===== src/hw/rtl/b64u_pkg.sv =====
// Package with the shared types, status codes and the character map of the base64url decoder.
`default_nettype none

package b64u_pkg;

  typedef logic [7:0] char_t;
  typedef logic [5:0] sextet_t;
  typedef logic [1:0] status_t;

  localparam status_t STATUS_OK       = 2'd0;
  localparam status_t STATUS_BAD_CHAR = 2'd1;
  localparam status_t STATUS_BAD_LEN  = 2'd2;
  localparam status_t STATUS_UNUSED   = 2'd3;

  typedef struct packed {
    logic    ok;
    sextet_t value;
  } sextet_map_t;

  // Maps one character of the URL-safe alphabet to its six-bit value.
  function automatic sextet_map_t map_char(input char_t c);
    sextet_map_t m;
    m.ok    = 1'b1;
    m.value = '0;
    if (c >= 8'h41 && c <= 8'h5a) begin
      m.value = 6'(c - 8'h41);
    end else if (c >= 8'h61 && c <= 8'h7a) begin
      m.value = 6'(c - 8'h61 + 8'd26);
    end else if (c >= 8'h30 && c <= 8'h39) begin
      m.value = 6'(c - 8'h30 + 8'd52);
    end else if (c == 8'h2d) begin
      m.value = 6'd62;
    end else if (c == 8'h5f) begin
      m.value = 6'd63;
    end else begin
      m.ok = 1'b0;
    end
    return m;
  endfunction

endpackage

`default_nettype wire


===== src/hw/rtl/b64u_if.sv =====
// Channel interfaces of the base64url decoder: character requests in, decoded results out.
`default_nettype none

interface b64u_in_if;
  import b64u_pkg::*;
  logic  valid;
  logic  ready;
  char_t char_code;
  logic  end_of_text;

  modport source (output valid, output char_code, output end_of_text, input ready);
  modport sink   (input valid, input char_code, input end_of_text, output ready);
endinterface

interface b64u_out_if;
  import b64u_pkg::*;
  logic    valid;
  logic    ready;
  char_t   data_byte;
  logic    byte_valid;
  logic    done_res;
  status_t status;

  modport source (output valid, output data_byte, output byte_valid, output done_res,
                  output status, input ready);
  modport sink   (input valid, input data_byte, input byte_valid, input done_res,
                  input status, output ready);
endinterface

`default_nettype wire


===== src/hw/rtl/strict_base64url_decoder.sv =====
// Top level of the strict unpadded base64url decoder.
//
// Usage: each request on in_ch carries one ASCII character of a base64url
// text, with end_of_text set on the final character. Every request produces
// exactly one result on out_ch. A result carries a decoded byte whenever the
// character completed eight bits (byte_valid set), and the result for the
// final character also carries done_res and the status of the whole text.
// Each request passes through the input register and then the result
// register, and its result is shown from the result register.
// Throughput is one character per cycle while the receiver does not stall;
// the character map and the shift between the two registers are
// combinational, so both sides may stream.
// When the receiver stalls, the result register holds its request and the
// input register still takes one more character; the input side then stalls
// until the result moves on. Nothing is lost or repeated.
// Reset (rst_n low, synchronous) empties both registers and clears the
// leftover bits, the position within the four-character group and the
// sticky bad-character flag. The same state clears after every final
// character, so the next text starts fresh.
`default_nettype none

module strict_base64url_decoder (
  input  wire logic   clk,
  input  wire logic   rst_n,
  b64u_in_if.sink     in_ch,
  b64u_out_if.source  out_ch
);
  import b64u_pkg::*;

  // Input register.
  logic        s1_valid_r;
  char_t       s1_char_r;
  logic        s1_last_r;

  // Result register.
  logic        out_valid_r;
  char_t       out_byte_r;
  logic        out_byte_valid_r;
  logic        out_done_r;
  status_t     out_status_r;

  // Decoder state, updated when a character moves into the result register.
  logic [5:0]  leftover_r;
  logic [5:0]  leftover_nxt;
  logic [1:0]  position_r;
  logic [1:0]  position_nxt;
  logic        bad_seen_r;
  logic        bad_seen_nxt;

  sextet_map_t map;
  sextet_t     sextet;
  logic [1:0]  position_inc;
  char_t       byte_nxt;
  logic        byte_valid_nxt;
  status_t     status_nxt;
  logic        advance;
  logic        in_take;

  // The input register moves forward when the result register is empty or
  // its request is being taken this cycle.
  assign advance     = s1_valid_r && (!out_valid_r || out_ch.ready);
  assign in_ch.ready = !s1_valid_r || advance;
  assign in_take     = in_ch.valid && in_ch.ready;

  assign out_ch.valid      = out_valid_r;
  assign out_ch.data_byte  = out_byte_r;
  assign out_ch.byte_valid = out_byte_valid_r;
  assign out_ch.done_res   = out_done_r;
  assign out_ch.status     = out_status_r;

  // A bad character still counts toward the length, with the value zero.
  assign map          = map_char(s1_char_r);
  assign sextet       = map.ok ? map.value : '0;
  assign bad_seen_nxt = bad_seen_r || !map.ok;
  assign position_inc = position_r + 2'd1;

  always_comb begin
    byte_nxt       = '0;
    byte_valid_nxt = 1'b0;
    leftover_nxt   = '0;
    unique case (position_r)
      2'd0: begin
        leftover_nxt = sextet;
      end
      2'd1: begin
        byte_nxt       = {leftover_r, sextet[5:4]};
        byte_valid_nxt = 1'b1;
        leftover_nxt   = {2'b00, sextet[3:0]};
      end
      2'd2: begin
        byte_nxt       = {leftover_r[3:0], sextet[5:2]};
        byte_valid_nxt = 1'b1;
        leftover_nxt   = {4'b0000, sextet[1:0]};
      end
      2'd3: begin
        byte_nxt       = {leftover_r[1:0], sextet};
        byte_valid_nxt = 1'b1;
        leftover_nxt   = '0;
      end
      default: begin
        leftover_nxt = '0;
      end
    endcase
  end

  // Status priority: bad character, then a group left with one character,
  // then leftover bits that are not zero.
  always_comb begin
    status_nxt   = STATUS_OK;
    position_nxt = position_inc;
    if (s1_last_r) begin
      priority if (bad_seen_nxt) begin
        status_nxt = STATUS_BAD_CHAR;
      end else if (position_inc == 2'd1) begin
        status_nxt = STATUS_BAD_LEN;
      end else if (position_inc != 2'd0 && leftover_nxt != '0) begin
        status_nxt = STATUS_UNUSED;
      end else begin
        status_nxt = STATUS_OK;
      end
    end
  end

  always_ff @(posedge clk) begin
    if (!rst_n) begin
      s1_valid_r  <= 1'b0;
      out_valid_r <= 1'b0;
      leftover_r  <= '0;
      position_r  <= '0;
      bad_seen_r  <= 1'b0;
    end else begin
      if (in_take) begin
        s1_valid_r <= 1'b1;
      end else if (advance) begin
        s1_valid_r <= 1'b0;
      end

      if (advance) begin
        out_valid_r <= 1'b1;
      end else if (out_ch.ready) begin
        out_valid_r <= 1'b0;
      end

      if (advance) begin
        if (s1_last_r) begin
          leftover_r <= '0;
          position_r <= '0;
          bad_seen_r <= 1'b0;
        end else begin
          leftover_r <= leftover_nxt;
          position_r <= position_nxt;
          bad_seen_r <= bad_seen_nxt;
        end
      end
    end
  end

  always_ff @(posedge clk) begin
    if (in_take) begin
      s1_char_r <= in_ch.char_code;
      s1_last_r <= in_ch.end_of_text;
    end
    if (advance) begin
      out_byte_r       <= byte_nxt;
      out_byte_valid_r <= byte_valid_nxt;
      out_done_r       <= s1_last_r;
      out_status_r     <= status_nxt;
    end
  end

endmodule

`default_nettype wire

===== src/flat_wrapper.sv =====
// flat-port wrapper written by rule: the top's interface ports become plain ports
module strict_base64url_decoder_flat import b64u_pkg::*;
  (clk, rst_n, in_ch_valid, in_ch_char_code, in_ch_end_of_text, in_ch_ready, out_ch_valid, out_ch_data_byte, out_ch_byte_valid, out_ch_done_res, out_ch_status, out_ch_ready);
  b64u_in_if in_ch_i ();
  b64u_out_if out_ch_i ();
  input  wire logic clk;
  input  wire logic rst_n;
  input wire logic [$bits(in_ch_i.valid)-1:0] in_ch_valid;
  input wire logic [$bits(in_ch_i.char_code)-1:0] in_ch_char_code;
  input wire logic [$bits(in_ch_i.end_of_text)-1:0] in_ch_end_of_text;
  output wire logic [$bits(in_ch_i.ready)-1:0] in_ch_ready;
  output wire logic [$bits(out_ch_i.valid)-1:0] out_ch_valid;
  output wire logic [$bits(out_ch_i.data_byte)-1:0] out_ch_data_byte;
  output wire logic [$bits(out_ch_i.byte_valid)-1:0] out_ch_byte_valid;
  output wire logic [$bits(out_ch_i.done_res)-1:0] out_ch_done_res;
  output wire logic [$bits(out_ch_i.status)-1:0] out_ch_status;
  input wire logic [$bits(out_ch_i.ready)-1:0] out_ch_ready;
  assign in_ch_i.valid = in_ch_valid;
  assign in_ch_i.char_code = in_ch_char_code;
  assign in_ch_i.end_of_text = in_ch_end_of_text;
  assign in_ch_ready = in_ch_i.ready;
  assign out_ch_valid = out_ch_i.valid;
  assign out_ch_data_byte = out_ch_i.data_byte;
  assign out_ch_byte_valid = out_ch_i.byte_valid;
  assign out_ch_done_res = out_ch_i.done_res;
  assign out_ch_status = out_ch_i.status;
  assign out_ch_i.ready = out_ch_ready;
  strict_base64url_decoder u_core (.clk(clk), .rst_n(rst_n), .in_ch(in_ch_i), .out_ch(out_ch_i));
endmodule

===== config.mk =====
export PLATFORM = sky130hd
export DESIGN_NAME = strict_base64url_decoder_flat
export DESIGN_NICKNAME = d
export VERILOG_FILES = /design/src/hw/rtl/b64u_pkg.sv /design/src/hw/rtl/b64u_if.sv /design/src/hw/rtl/strict_base64url_decoder.sv /design/src/flat_wrapper.sv
export SDC_FILE = /design/constraint.sdc
export NUM_CORES = 1
export LEC_CHECK = 0
export BUFFER_PORTS_ARGS = -buffer_cell sky130_fd_sc_hd__buf_2
export CORE_MARGIN = 5
export CORE_UTILIZATION = 40
export DETAILED_ROUTE_END_ITERATION = 12
export MAX_ROUTING_LAYER = met4
export SYNTH_ARGS = -nofsm -noshare
export SYNTH_HDL_FRONTEND = slang
export SYNTH_SLANG_ARGS = --single-unit

===== constraint.sdc =====
create_clock -name clk -period 4.05 [get_ports clk]
set_clock_uncertainty 0.1 [all_clocks]
set_input_delay 0.2025 -clock clk [delete_from_list [all_inputs] [get_ports clk]]
set_output_delay 0.2025 -clock clk [all_outputs]
set_load 0.01 [all_outputs]

Yosys cells after proc, flatten, opt, wreduce, memory -nomap -nowiden
Cells that the tools add are included.
{"block": "op_classes", "add_sub_neg": 6, "order_cmp": 6, "n_eq_ne": 6, "mux": 24, "bitwise_logic": 1, "n_reduce_logical": 19}
{"operator": "$mux 6", "n": 7}
{"operator": "$pmux 6 s4", "n": 1}
{"operator": "$pmux 8 s3", "n": 1}
{"operator": "$ge 8x7->1 const B", "n": 2}
{"operator": "$le 8x7->1 const B", "n": 2}
{"operator": "$mux 1", "n": 12}
{"operator": "$sub 6x6->6 const B", "n": 2}
{"operator": "$eq 8x6->1 const B", "n": 1}
{"operator": "$eq 8x7->1 const B", "n": 1}
{"operator": "$ge 8x6->1 const B", "n": 1}
{"operator": "$le 8x6->1 const B", "n": 1}
{"operator": "$add 6x5->6 const B", "n": 1}
{"operator": "$add 6x6->6 const B", "n": 1}
{"operator": "$logic_and 1x1->1", "n": 6}
{"operator": "$mux 2", "n": 3}
{"operator": "$reduce_bool 2->1", "n": 3}
{"operator": "$reduce_bool 6->1", "n": 1}
{"operator": "$sub 6x1->6 const B", "n": 1}
{"operator": "$eq 2x1->1 const B", "n": 2}
{"operator": "$eq 2x2->1 const B", "n": 2}
{"operator": "$logic_not 1->1", "n": 3}
{"operator": "$logic_or 1x1->1", "n": 3}
{"operator": "$reduce_or 3->1", "n": 1}
{"operator": "$add 2x1->2 const B", "n": 1}
{"operator": "3 further kinds", "n": 3}
{"block": "totals", "reg_bits": 32, "out_inout_bits": 14, "wordCells": 74}

Logic depth before layout (Yosys ltp)
{"block": "logic_depth", "ltp_word": 13, "depth_mapped": 10, "depth_no_buf": 9}

Worst setup path after synthesis
OpenSTA, ideal clock, no wires.
{"block": "synth_path", "path_kind": "register -> register", "startpoint": "register u_core.s1_char_r[2]", "endpoint": "register u_core.out_byte_r[0], in the netlist u_core.out_ch.data_byte[0], data pin", "arrival_ps": 2502, "required_ps": 3688, "path_slack_ps": 1185, "path_stages_with_launch": 10, "path_buffers": 0, "period_less_slack_ps": 2865, "cell_sequence": "edfxtp_1 -> inv_1 -> ha_1 -> nor2b_1 -> o21ai_1 -> mux2_4 -> o211ai_2 -> or3b_1 -> a222oi_1 -> nor2_1"}
{"block": "synth_via", "elab_chain_len": 8, "elab_cells_between_ends": 28, "classes_between": "5 x add/sub; 6 x order compare; 2 x eq/ne; 12 x mux; 3 x reduce/logical"}
{"element": "from (decl)", "line": "strict_base64url_decoder.sv:32", "source": "char_t s1_char_r;"}
{"element": "from (signal assigned)", "line": "strict_base64url_decoder.sv:160", "source": "s1_char_r <= in_ch.char_code;"}
{"element": "parallel branches: the longest is 6 deep, another holds $sub 6x6->6"}
{"element": "$mux 6 *", "line": "strict_base64url_decoder.sv:73", "source": "assign sextet = map.ok ? map.value : '0;"}
{"element": "$pmux 8 s3 *", "line": "strict_base64url_decoder.sv:81", "source": "unique case (position_r)"}
{"element": "net u_core.byte_nxt[0]", "line": "strict_base64url_decoder.sv:53", "source": "char_t byte_nxt;"}
{"element": "to (signal assigned)", "line": "strict_base64url_decoder.sv:164", "source": "out_byte_r <= byte_nxt;"}
{"element": "to (decl)", "line": "strict_base64url_decoder.sv:37", "source": "char_t out_byte_r;"}
Mark *: on every way through the listed nets, which the timed path passes.
A chain may end at the register's enable or synchronous reset.

Worst setup path in the final report
Same ends and word-level chain as after synthesis.

==> impl_metrics.py <==
metrics = {
    "sta": {
        "worst_slack_ps": 859,
        "tightest_slew_ps": 538,
        "worst_slew_margin_rel": 0.641,
        "holdWs_ps": 4.80,
        "period_needed_ps": 3190,
        "finalSetupTns_ps": 0,
        "setup_viol": 0,
        "hold_viol_final": 0,
        "fin_crit_sh": 0.788,
        "fmax_ghz": 0.313,
        "rsz0062_at_grt": "no",
        "drv_slew": 0,
    },
    "clocking": {
        "clk_path_buf_depth": 2,
        "clkLatencyLatePin_ps": 270,
        "htreeDepth": 2,
        "cts.sinks": 32,
        "cts_root_buf": "clkbuf_8",
        "path_clk_slew_ps": 60,
        "cts_tree": "yes",
        "cts_resized": 0,
        "cts_buffers": 5,
    },
    "floorplanning": {
        "row_count": 26,
        "pin_count": 27,
        "coreArea_um2": 5040,
        "fp.dieH_um": 81.5,
        "die_x_um": 81.5,
        "dieArea_um2": 6640,
        "start_util": 0.406,
    },
    "synth": {
        "synth_ff_type": "edfxtp_1",
        "synth-seq-area-share": 0.416,
        "syn_avg_cell_area_um2": 9.84,
        "async_reset_ff_frac": 0,
        "synth_edf_count": 21,
        "synth-warning-count": 0,
        "synth_area_um2": 2050,
        "syn_inst": 208,
        "synthDistinctLibCells": 53,
        "synth_nets": 235,
        "ys_seq_elements": 32,
    },
    "global_route": {
        "grt_first_pass_wirelength_um": 7730,
        "grt.total_usage": 0.155,
        "grt_pass1_vias": 1584,
        "antenna_found_initial": 0,
        "grt_max_degree": 15,
        "grt-ovfl-total": 0,
    },
    "detailed_routing": {
        "drt-vias-per-instance": 5.50,
        "drtPass1Iterations": 5,
        "drt-total-wl_um": 4530,
        "drc_errors": 0,
        "drtAntennaViolNets": 0,
        "dr_total_vias": 1700,
        "routedWlPerCell_um": 14.7,
        "dr.first_iter.drc_count": 209,
    },
    "layout": {
        "drive_above_1_share": 0.167,
        "ff_latch_area_um2": 851,
        "final.fill_count": 481,
        "nets": 265,
        "multi_input_area_um2": 1090,
        "areaGrowthSynthToFinish_pct": 16.5,
        "diodes": 0,
    },
    "setup_path": {
        "end_kind": "flop",
        "reg2reg_from": "u_core.s1_char_r[2]",
        "r2r_cells": 9,
        "crit_fanout": 10,
        "path_cells": "inv_1 -> ha_1 -> nor2b_1 -> o21ai_1 -> mux2_4 -> o211ai_2 -> or3b_1 -> a222oi_1 -> nor2_1",
        "critical_path.max_stage_delay_ps": 540,
        "worstPathRequired_ps": 3960,
        "critPathLaunchType": "flop",
        "critical_path_class": "reg -> reg",
        "r2r_slack_ps": 860,
        "critPathSlowestCell": "edfxtp_1",
        "worst-path-buf-inv": 1,
        "worstSetupPathDepth": 9,
        "endpoint": "u_core.out_ch.data_byte[0]",
        "crit_family": "compound AO/OA/AOI/OAI gates",
        "r2r-end": "u_core.out_ch.data_byte[0]",
        "arrival_ps": 3100,
        "cp-startpoint": "u_core.s1_char_r[2]",
    },
    "pwr": {
        "power_leakage_nw": 0.920,
        "ir_drop_uv": 311,
        "power_density_nw_per_um2": 327,
    },
    "place": {
        "place.gp.congestion": 0.883,
        "io_buffers": 26,
        "post-place-ws_ps": 887,
        "hpwl_um": 3340,
    },
    "job": {
        "maxCapViolCount": 0,
    },
    "hold_path": {
        "holdPathStages": 1,
        "hold_path_class": "in -> reg",
    },
    "status": {
        "outcome": "finished, final reports clean",
    },
}
cells in the final DEF (no fill, tap or decap), drive strengths merged, types with 6 or more instances in the layout:
| cell | n |
|---|---|
| nor3 | 7 |
| a21oi | 15 |
| nor2 | 16 |
| nand2 | 10 |
| nand3 | 6 |
| dlygate4sd3 | 7 |
| nor2b | 14 |
| inv | 12 |
| edfxtp | 21 |
| ha | 14 |
| dfxtp | 11 |
| buf | 26 |
| a22oi | 9 |
cell families after synthesis:
| kind of cell | Yosys count | synth area share |
|---|---|---|
| flops | 32 | 0.416 |
| xor+xnor | 3 | 0.0128 |
| simple gates | 71 | 0.197 |
| mux | 2 | 0.0122 |
| compound gates | 64 | 0.226 |
| buf+inv | 22 | 0.0502 |
| fa+ha+maj | 14 | 0.0856 |
routing by layer:
metal | GRT usage | part of all wire
met5 | - | 0
met4 | 0.0456 | 0.017
met3 | 0.0329 | 0.080
met2 | 0.223 | 0.45
met1 | 0.217 | 0.45
cell usage after synthesis, types with 3 or more instances:
library cell	instances	area, µm²
edfxtp_1	21	631
a31oi_1	4	25.0
xnor2_1	3	26.3
a22oi_1	9	67.6
nand2b_1	3	18.8
buf_4	3	22.5
inv_1	12	45.0
o211ai_1	4	30.0
nand2_1	10	37.5
ha_1	14	175
nor3_1	7	35.0
nor2b_1	14	87.6
nand3_1	5	25.0
nand4_1	3	18.8
o21ai_0	4	20.0
a21oi_1	15	75.1
buf_2	4	20.0
nor2_1	16	60.1
dfxtp_1	11	220
and3_1	3	18.8
a222oi_1	5	50.1
sequential cells by signal, summed over array words and instances, names as in the netlist:
name                      cells
u_core.s1_valid_r             1
u_core.out_ch.valid           1
u_core.s1_last_r              1
u_core.leftover_r             6
u_core.s1_char_r              8
u_core.position_r             2
u_core.out_ch.done_res        1
u_core.out_ch.status          2
u_core.out_ch.byte_valid      1
u_core.out_ch.data_byte       8
u_core.bad_seen_r             1
timing repair:
action | CTS | global route
endpoints found under the hold margin | 6 | 1
buffers inserted | 0 | 0
hold buffers | 6 | 1
endpoints found under the setup margin | 0 | 0
power breakdown:
group	internal [W]	leakage, nW	switching, W
registers	0.000363	0.290	0.0000148
logic	0.0000470	0.576	0.0000668
clock network	0.000179	0.0532	0.000109
total	0.000589	0.920	0.000190
layout make-up:
cell class	count	area share
sequential	32	0.357
inverter	12	0.0189
multi-input combinational	154	0.459
timing repair buffer	33	0.0840
clock inverter	3	0.0158
tap	70	0.0368
clock buffer	5	0.0289
worst min-delay path by stage:
stage,start,to,slack (ps)
2_1_floorplan,in_ch_char_code[0],u_core.s1_char_r[0],200
3_3_place_gp,in_ch_char_code[6],u_core.s1_char_r[6],280
3_5_place_dp,in_ch_end_of_text,u_core.s1_last_r,280
4_1_cts,in_ch_char_code[0],u_core.s1_char_r[0],0.1
5_1_grt,in_ch_char_code[2],u_core.s1_char_r[2],1
6_report,in_ch_char_code[4],u_core.s1_char_r[4],5
metrics by stage:
stage / total power, W / utilization / area [µm²] / cells
after global placement: 0.000492 / 0.437 / 2210 / 294
final: 0.000779 / 0.472 / 2380 / 309
after detailed placement: 0.000493 / 0.437 / 2210 / 294
after global routing: 0.000818 / 0.472 / 2380 / 309
after floorplan: 0.000462 / - / 2050 / 208
after CTS: 0.000783 / 0.470 / 2370 / 308
(Power assumes the default switching activity.)
